File: src/rtl/core/pwfp_pkg.sv
// Package for the protobuf wire field parser: payload types, codes and limits.
package pwfp_pkg;

	localparam int unsigned MAX_MESSAGE_BYTES_DEF = 65536;
	localparam int unsigned POS_W = 17;

	localparam logic [2:0] PH_TAG     = 3'd0;
	localparam logic [2:0] PH_VARINT  = 3'd1;
	localparam logic [2:0] PH_FIXED   = 3'd2;
	localparam logic [2:0] PH_LENGTH  = 3'd3;
	localparam logic [2:0] PH_PAYLOAD = 3'd4;

	localparam logic [2:0] WT_VARINT  = 3'd0;
	localparam logic [2:0] WT_FIXED64 = 3'd1;
	localparam logic [2:0] WT_LEN     = 3'd2;
	localparam logic [2:0] WT_FIXED32 = 3'd5;

	localparam logic [2:0] ERR_NONE      = 3'd0;
	localparam logic [2:0] ERR_TRUNC     = 3'd1;
	localparam logic [2:0] ERR_OVERLONG  = 3'd2;
	localparam logic [2:0] ERR_FIELD_NUM = 3'd3;
	localparam logic [2:0] ERR_WIRE_TYPE = 3'd4;
	localparam logic [2:0] ERR_LEN_LARGE = 3'd5;
	localparam logic [2:0] ERR_MSG_LONG  = 3'd6;

	localparam logic KIND_FIELD = 1'b0;
	localparam logic KIND_ERROR = 1'b1;

	typedef struct packed {
		logic [7:0] data_byte;
		logic       message_end;
	} msg_byte_t;

	typedef struct packed {
		logic        record_kind;
		logic [28:0] field_number;
		logic [2:0]  wire_kind;
		logic [63:0] scalar_value;
		logic [15:0] payload_offset;
		logic [15:0] payload_length;
		logic [2:0]  error_code;
		logic        closes_message;
	} record_t;

endpackage

File: src/rtl/core/pwfp_stream_if.sv
// Valid/ready stream interface that carries one request payload per handshake.
interface pwfp_stream_if #(parameter type payload_t = logic);
	logic     valid;
	logic     ready;
	payload_t data;

	modport source (output valid, output data, input ready);
	modport sink (input valid, input data, output ready);
endinterface

File: src/rtl/core/protobuf_wire_field_parser.sv
// Protobuf wire field parser: decodes tags, scalars and length-delimited fields byte by byte.
//
// The parser takes one message byte per clock cycle and never stalls on its own: every
// byte is decoded in a single combinational pass between an input register and a result
// register, so a field record or error record is presented from the result register once
// the byte that completes it has passed through the input register and been decoded.
// Input is held back only while the result register holds a record that the sink has not
// taken. Messages are limited to MAX_MESSAGE_BYTES bytes, capped at 65536 since offsets
// and lengths are 16 bits. After an error, bytes are dropped silently up to and including
// the message's last byte.
module protobuf_wire_field_parser
	import pwfp_pkg::*;
#(
	parameter int unsigned MAX_MESSAGE_BYTES = MAX_MESSAGE_BYTES_DEF
) (
	input logic           clk,
	input logic           arst_n,
	pwfp_stream_if.sink   msg,
	pwfp_stream_if.source rec
);

	localparam int unsigned LIMIT_INT = (MAX_MESSAGE_BYTES > 65536) ? 65536 : MAX_MESSAGE_BYTES;
	localparam logic [POS_W-1:0] LIMIT = POS_W'(LIMIT_INT);

	logic            valid_s1;
	msg_byte_t       data_s1;
	logic            adv;
	logic            rec_valid_q;
	record_t         rec_q;

	logic [2:0]       phase_q, nx_phase;
	logic [63:0]      acc_q, nx_acc;
	logic [3:0]       grp_q, nx_grp;
	logic [28:0]      fn_q, nx_fn;
	logic [2:0]       wk_q, nx_wk;
	logic [POS_W-1:0] pos_q, nx_pos;
	logic [15:0]      rem_q, nx_rem;
	logic [POS_W-1:0] pstart_q, nx_pstart;
	logic             drop_q, nx_drop;

	logic             emit;
	record_t          res;

	logic [7:0]       b;
	logic             last;
	logic [6:0]       sh7_full;
	logic [5:0]       sh7;
	logic [5:0]       sh8;
	logic [63:0]      acc_v;
	logic [63:0]      acc_f;
	logic             overlong;
	logic [15:0]      rem_d;
	logic [POS_W-1:0] pos_inc;
	logic [POS_W-1:0] room;

	assign b        = data_s1.data_byte;
	assign last     = data_s1.message_end;
	assign sh7_full = 7'(grp_q) * 7'd7;
	assign sh7      = sh7_full[5:0];
	assign sh8      = {grp_q[2:0], 3'b000};
	assign acc_v    = acc_q | (64'(b[6:0]) << sh7);
	assign acc_f    = acc_q | (64'(b) << sh8);
	assign overlong = (grp_q >= 4'd9) && (b > 8'd1);
	assign rem_d    = (rem_q != 16'd0) ? rem_q - 16'd1 : 16'd0;
	assign pos_inc  = pos_q + POS_W'(1);
	assign room     = LIMIT - pos_inc;

	assign adv       = valid_s1 && (!rec_valid_q || rec.ready);
	assign msg.ready = !valid_s1 || adv;
	assign rec.valid = rec_valid_q;
	assign rec.data  = rec_q;

	always_comb begin
		logic err;
		logic done;
		logic clr_fld;
		logic clr_msg;
		logic [2:0] ecode;

		nx_phase  = phase_q;
		nx_acc    = acc_q;
		nx_grp    = grp_q;
		nx_fn     = fn_q;
		nx_wk     = wk_q;
		nx_pos    = pos_q;
		nx_rem    = rem_q;
		nx_pstart = pstart_q;
		nx_drop   = drop_q;
		emit      = 1'b0;
		res       = '0;
		err       = 1'b0;
		done      = 1'b0;
		clr_fld   = 1'b0;
		clr_msg   = 1'b0;
		ecode     = ERR_NONE;

		if (drop_q) begin
			clr_msg = last;
		end else if (pos_q >= LIMIT) begin
			err   = 1'b1;
			ecode = ERR_MSG_LONG;
		end else begin
			nx_pos = pos_inc;
			case (phase_q)
				PH_TAG: begin
					if (overlong) begin
						err   = 1'b1;
						ecode = ERR_OVERLONG;
					end else if (!b[7]) begin
						if ((acc_v[63:32] != 32'd0) || (acc_v[63:3] == 61'd0)) begin
							err   = 1'b1;
							ecode = ERR_FIELD_NUM;
						end else begin
							nx_fn  = acc_v[31:3];
							nx_wk  = acc_v[2:0];
							nx_acc = '0;
							nx_grp = '0;
							case (acc_v[2:0])
								WT_VARINT: nx_phase = PH_VARINT;
								WT_FIXED64: begin
									nx_phase = PH_FIXED;
									nx_rem   = 16'd8;
								end
								WT_FIXED32: begin
									nx_phase = PH_FIXED;
									nx_rem   = 16'd4;
								end
								WT_LEN: nx_phase = PH_LENGTH;
								default: begin
									err   = 1'b1;
									ecode = ERR_WIRE_TYPE;
								end
							endcase
						end
					end else begin
						nx_acc = acc_v;
						nx_grp = grp_q + 4'd1;
					end
				end
				PH_VARINT: begin
					if (overlong) begin
						err   = 1'b1;
						ecode = ERR_OVERLONG;
					end else if (!b[7]) begin
						done             = 1'b1;
						res.scalar_value = acc_v;
					end else begin
						nx_acc = acc_v;
						nx_grp = grp_q + 4'd1;
					end
				end
				PH_FIXED: begin
					nx_acc = acc_f;
					nx_grp = grp_q + 4'd1;
					nx_rem = rem_d;
					if (rem_d == 16'd0) begin
						done             = 1'b1;
						res.scalar_value = acc_f;
					end
				end
				PH_LENGTH: begin
					if (overlong) begin
						err   = 1'b1;
						ecode = ERR_OVERLONG;
					end else if (!b[7]) begin
						if ((acc_v[63:16] != 48'd0) || (acc_v[POS_W-1:0] > room)) begin
							err   = 1'b1;
							ecode = ERR_LEN_LARGE;
						end else begin
							nx_pstart = pos_inc;
							nx_rem    = acc_v[15:0];
							if (acc_v[15:0] == 16'd0) begin
								done               = 1'b1;
								res.payload_offset = pos_inc[15:0];
							end else begin
								nx_phase = PH_PAYLOAD;
							end
						end
					end else begin
						nx_acc = acc_v;
						nx_grp = grp_q + 4'd1;
					end
				end
				default: begin
					nx_rem = rem_d;
					if (rem_d == 16'd0) begin
						done               = 1'b1;
						res.payload_offset = pstart_q[15:0];
						res.payload_length = 16'(pos_inc - pstart_q);
					end
				end
			endcase
			// A message that ends inside a field with nothing else to report is truncated.
			if (!done && !err && last) begin
				err   = 1'b1;
				ecode = ERR_TRUNC;
			end
		end

		if (err) begin
			emit               = 1'b1;
			res                = '0;
			res.record_kind    = KIND_ERROR;
			res.error_code     = ecode;
			res.closes_message = last;
			if (last) begin
				clr_msg = 1'b1;
			end else begin
				nx_drop = 1'b1;
			end
		end else if (done) begin
			emit               = 1'b1;
			res.record_kind    = KIND_FIELD;
			res.field_number   = fn_q;
			res.wire_kind      = wk_q;
			res.error_code     = ERR_NONE;
			res.closes_message = last;
			clr_msg            = last;
			clr_fld            = !last;
		end

		if (clr_fld || clr_msg) begin
			nx_phase = PH_TAG;
			nx_acc   = '0;
			nx_grp   = '0;
			nx_rem   = '0;
		end
		if (clr_msg) begin
			nx_fn     = '0;
			nx_wk     = '0;
			nx_pos    = '0;
			nx_pstart = '0;
			nx_drop   = 1'b0;
		end
	end

	always_ff @(posedge clk or negedge arst_n) begin
		if (!arst_n) begin
			valid_s1 <= 1'b0;
		end else if (msg.ready) begin
			valid_s1 <= msg.valid;
		end
	end

	always_ff @(posedge clk) begin
		if (msg.ready && msg.valid) begin
			data_s1 <= msg.data;
		end
	end

	always_ff @(posedge clk or negedge arst_n) begin
		if (!arst_n) begin
			phase_q  <= PH_TAG;
			acc_q    <= '0;
			grp_q    <= '0;
			fn_q     <= '0;
			wk_q     <= '0;
			pos_q    <= '0;
			rem_q    <= '0;
			pstart_q <= '0;
			drop_q   <= 1'b0;
		end else if (adv) begin
			phase_q  <= nx_phase;
			acc_q    <= nx_acc;
			grp_q    <= nx_grp;
			fn_q     <= nx_fn;
			wk_q     <= nx_wk;
			pos_q    <= nx_pos;
			rem_q    <= nx_rem;
			pstart_q <= nx_pstart;
			drop_q   <= nx_drop;
		end
	end

	always_ff @(posedge clk or negedge arst_n) begin
		if (!arst_n) begin
			rec_valid_q <= 1'b0;
		end else if (adv && emit) begin
			rec_valid_q <= 1'b1;
		end else if (rec.ready) begin
			rec_valid_q <= 1'b0;
		end
	end

	always_ff @(posedge clk) begin
		if (adv && emit) begin
			rec_q <= res;
		end
	end

	a_err_clean: assert property (@(posedge clk) disable iff (!arst_n)
		(rec_valid_q && rec_q.record_kind == KIND_ERROR) |->
		(rec_q.error_code != ERR_NONE && rec_q.field_number == 29'd0 &&
		 rec_q.scalar_value == 64'd0))
		else $error("error record carries field data or no code");

	a_field_clean: assert property (@(posedge clk) disable iff (!arst_n)
		(rec_valid_q && rec_q.record_kind == KIND_FIELD) |->
		(rec_q.error_code == ERR_NONE && rec_q.field_number != 29'd0 &&
		 (rec_q.wire_kind == WT_VARINT || rec_q.wire_kind == WT_FIXED64 ||
		  rec_q.wire_kind == WT_LEN || rec_q.wire_kind == WT_FIXED32)))
		else $error("field record with bad number, wire type or code");

	a_pos_bound: assert property (@(posedge clk) disable iff (!arst_n)
		pos_q <= LIMIT)
		else $error("byte position past message limit");

	a_grp_bound: assert property (@(posedge clk) disable iff (!arst_n)
		(phase_q != PH_FIXED) |-> (grp_q <= 4'd9))
		else $error("varint group count past ten groups");

	a_rec_hold: assert property (@(posedge clk) disable iff (!arst_n)
		(rec_valid_q && !rec.ready) |=> (rec_valid_q && $stable(rec_q)))
		else $error("stalled record changed");

endmodule

File: src/flat_wrapper.sv
// flat-port wrapper written by rule: the top's interface ports become plain ports
module protobuf_wire_field_parser_flat import pwfp_pkg::*;
#(
	parameter int unsigned MAX_MESSAGE_BYTES = MAX_MESSAGE_BYTES_DEF
)
  (clk, arst_n, msg_valid, msg_data, msg_ready, rec_valid, rec_data, rec_ready);
  pwfp_stream_if #(.payload_t(msg_byte_t)) msg_i ();
  pwfp_stream_if #(.payload_t(record_t)) rec_i ();
  input logic clk;
  input logic arst_n;
  input wire logic [$bits(msg_i.valid)-1:0] msg_valid;
  input wire logic [$bits(msg_i.data)-1:0] msg_data;
  output wire logic [$bits(msg_i.ready)-1:0] msg_ready;
  output wire logic [$bits(rec_i.valid)-1:0] rec_valid;
  output wire logic [$bits(rec_i.data)-1:0] rec_data;
  input wire logic [$bits(rec_i.ready)-1:0] rec_ready;
  assign msg_i.valid = msg_valid;
  assign msg_i.data = msg_data;
  assign msg_ready = msg_i.ready;
  assign rec_valid = rec_i.valid;
  assign rec_data = rec_i.data;
  assign rec_i.ready = rec_ready;
  protobuf_wire_field_parser #(.MAX_MESSAGE_BYTES(MAX_MESSAGE_BYTES)) u_core (.clk(clk), .arst_n(arst_n), .msg(msg_i), .rec(rec_i));
endmodule
File: config.mk
export PLATFORM = sky130hd
export DESIGN_NAME = protobuf_wire_field_parser_flat
export DESIGN_NICKNAME = d
export VERILOG_FILES = /design/src/rtl/core/pwfp_pkg.sv /design/src/rtl/core/pwfp_stream_if.sv /design/src/rtl/core/protobuf_wire_field_parser.sv /design/src/flat_wrapper.sv
export SDC_FILE = /design/constraint.sdc
export NUM_CORES = 1
export LEC_CHECK = 0
export BUFFER_PORTS_ARGS = -buffer_cell sky130_fd_sc_hd__buf_2
export CORE_AREA = 5 5 196 198
export DETAILED_ROUTE_END_ITERATION = 6
export DIE_AREA = 0 0 201 203
export PLACE_DENSITY = 0.65
export SYNTH_ARGS = -nofsm -noshare
export SYNTH_HDL_FRONTEND = slang
export SYNTH_SLANG_ARGS = --single-unit
File: constraint.sdc
create_clock -name clk -period 18.45 [get_ports clk]
set_clock_uncertainty 0.05 [all_clocks]
set_input_delay 0.9225 -clock clk [delete_from_list [all_inputs] [get_ports clk]]
set_output_delay 0.9225 -clock clk [all_outputs]
set_load 0.05 [all_outputs]
==> run summary <==
placed cell area: 18700 sq um
GRT overflow: 0
routing usage on met3: 4.95%
# DRC: 0
WL per Instance: 24.3 um
pin count of the biggest net entering global routing: 87
Syn Inst Count: 1850
post-DR vias/cell: 6.46
post_cts resized: 0
Tmin final: 8.22 ns
ANT cells: 0
max-cap viol count: 0
asr flop ratio synth: 52.2%
busiest layer in global routing: met2
Worst Hold Class: primary input to asynchronous set/reset pin
worst hold margin: 0.384 ns
Reg2Reg Setup Slack: 10.23 ns
Least-Margin Pin Slew: 1.10 ns
CTS Buf Count: 35
CP arrival: 8.34 ns
count of final setup violators: 0
Mean Syn Cell Area: 9.52 sq um
setup_tns: 0 ns
Die ar.: 40800 sq um
# hold bufs at CTS: 0
sequential element share of the synthesized area: 46.2%
synth warn: 0
Top Ports: 148
CTS Root Buffer Type: clkbuf_16
worst r2r src: u_core.grp_q[0]
met1 GRT Util: 38.2%
Peak VDD IR: 0.000112 V
max incr delay on CP: 0.80 ns
commonest non-fill, non-tap cell in the layout: nor2_1
final wirelength: 59100 um
GRT Util Overall: 27.8%
Critical Path Source Type: register
H-Tree Depth: 2
met2 GRT Util: 43.1%
Distinct cells, synth: 85
Hold Vio Cnt, Final: 0
kind of end point of the critical path: register
Crit path required time: 18.57 ns
critical path launch point: u_core.grp_q[0]
via count: 15700
die width: 201 um
crit path max fanout: 70
outcome: finished, final reports clean
ratio of cells with drive above 1 in the final layout: 16.9%
Fmax: 122 MHz
worst path cell trace: buf_4 > ha_1 > ha_1 > inv_1 > fa_1 > xnor2_1 > buf_4 > a21oi_1 > buf_4 > a21oi_1 > clkinv_1 > ha_1 > nor2b_1 > o21bai_1 > a31oi_1 > o31a_1 > o21ai_0 > nand4_1 > nor4_4 > o21ai_1 > a21boi_4 > buf_4 > buf_4
I/O Buffers: 147
final slew viol count: 0
Initial DRT Pass Iterations: 6
Critical Setup Path Class: register to register
dpl hpwl: 40600 um
synthesis-stage register bit count: 297
Critical Path Most Common Cell: buf_4
DR iter-0 viols: 2283
Layout area overhead: 13.1%
delay-heaviest family, CP: buffers and inverters
Clock Tree Buf Depth: 3
Routed Antenna Nets: 0
CTS tree: built
Worst Path Buf+Inv: 7
# rows: 70
number of synthesized flops with an enable pin: 142
commonest cells after routing, fill and taps aside: nor2_1, nand2_1, dfrtp_1
Syn Std Cell Area: 17600 sq um
Clock Latency Late Sink: 0.55 ns
first-pass GRT wire length: 90400 um
GP Congestion: 1.02
Max-slew headroom: 26.6%
unrepaired setup endpoints after global routing: no
crit share post-route: 44.6%
Net Count, Synth: 1913
Clock Sinks: 297
CP max stage cell: buf_4
clock slew at reported path FFs: 0.06 ns
initial antenna violation count: 0
final instance area: 19900 sq um
vias in the first global route: 15100
top_reg_cell synth: dfrtp_1
Initial Util: 48.5%
Leak: 8.40 nW
Die Ht: 203 um
Layout Nets: 2000
Pwr Density: 193 nW/um^2
core area: 36300 sq um
postcts setup bufs: 0
kinds of logic after synthesis:
kind of cell,count (synthesis),share of synthesized area [%]
xor+xnor,44,2.27
mux,65,4.31
compound gates,538,21.1
buf+inv,207,4.78
simple gates,649,17.5
fa+ha+maj,50,3.77
flops,297,46.2
synth_stat cells (14+ instances only):
cell | count | share of area [%]
nor2b_1 | 28 | 0.99
xnor2_1 | 30 | 1.5
nor4_1 | 24 | 0.85
o22ai_1 | 23 | 0.82
and2_1 | 43 | 1.5
inv_1 | 76 | 1.6
mux2_2 | 49 | 3.1
a32o_1 | 37 | 2.1
o22a_1 | 24 | 1.2
a21o_1 | 15 | 0.64
a21oi_1 | 148 | 4.2
nand2_1 | 166 | 3.5
and3_1 | 18 | 0.64
nor3_1 | 39 | 1.1
nand3_1 | 42 | 1.2
o41ai_1 | 14 | 0.70
o21ai_0 | 73 | 2.1
buf_2 | 31 | 0.88
a31oi_1 | 28 | 0.99
clkbuf_1 | 89 | 1.9
a22o_1 | 43 | 2.1
o32ai_1 | 14 | 0.70
dfrtp_1 | 155 | 22
nor2_1 | 219 | 4.7
edfxtp_1 | 142 | 24
ha_1 | 45 | 3.2
cell type report:
cell class	count	area, sq um
fillers	3258	16400
multi-input cells	1346	8680
flip-flops and latches	297	8140
repair buffers	180	990
clock buffers	45	965
well taps	468	586
inverters	77	289
clock inverters	19	259
metrics by stage:
step | power [mW] | util, % | setup slack (ns) | instances
floorplan | 2.52 | - | 2.35 | 1850
global placement | 3.05 | 51.4 | 10.53 | 2368
detailed placement | 3.06 | 51.4 | 10.35 | 2368
CTS | 3.82 | 54.8 | 10.30 | 2432
global route | 4.01 | 54.8 | 9.68 | 2432
finish | 3.84 | 54.8 | 10.23 | 2432
worst reg2reg max path, cell delays in order (launching register included):
cell	delay, ns
dfrtp_2	0.35
buf_4	0.58
ha_1	0.33
ha_1	0.19
inv_1	0.07
fa_1	0.46
xnor2_1	0.17
buf_4	0.23
a21oi_1	0.06
buf_4	0.21
a21oi_1	0.70
clkinv_1	0.48
ha_1	0.42
nor2b_1	0.14
o21bai_1	0.11
a31oi_1	0.10
o31a_1	0.27
o21ai_0	0.18
nand4_1	0.27
nor4_4	0.42
o21ai_1	0.28
a21boi_4	0.24
buf_4	0.62
buf_4	0.80
worst paths after layout:
kind / endpoint / depth (start not counted)
max: u_core.rec.data[114] / 23
min: u_core.pstart_q[14] / 1
max reg2reg: u_core.rec.data[114] / 23
min reg2reg: u_core.fn_q[28] / 1
max in group asynchronous: u_core.acc_q[12] / 2
min in group clk: u_core.fn_q[28] / 1
report_power, final:
part           internal (mW)  switching (mW)  total, mW  leakage, nW
Sequential             0.901           0.105       1.01         3.50
Combinational          0.570            1.53       2.10         4.29
Clock                  0.455           0.286      0.741        0.602
state kept, by name (all words and copies together) (netlist names):
register	count
u_core.acc_q	64
u_core.phase_q	3
u_core.pstart_q	16
u_core.wk_q	3
u_core.b	8
u_core.last	1
u_core.grp_q	4
u_core.rec.valid	1
u_core.pos_q	17
u_core.rem_q	16
u_core.rec.data	133
u_core.drop_q	1
u_core.fn_q	29
u_core.valid_s1	1
metal layers:
layer	vias up	share of wire, %	routed length (um)
met5	-	0	0
met4	0	4.9	2900
met3	193	9.2	5460
met2	933	45	26600
met1	7582	41	24100
li1	7005	-	-
No activity file was read; power rests on OpenSTA's default activity.
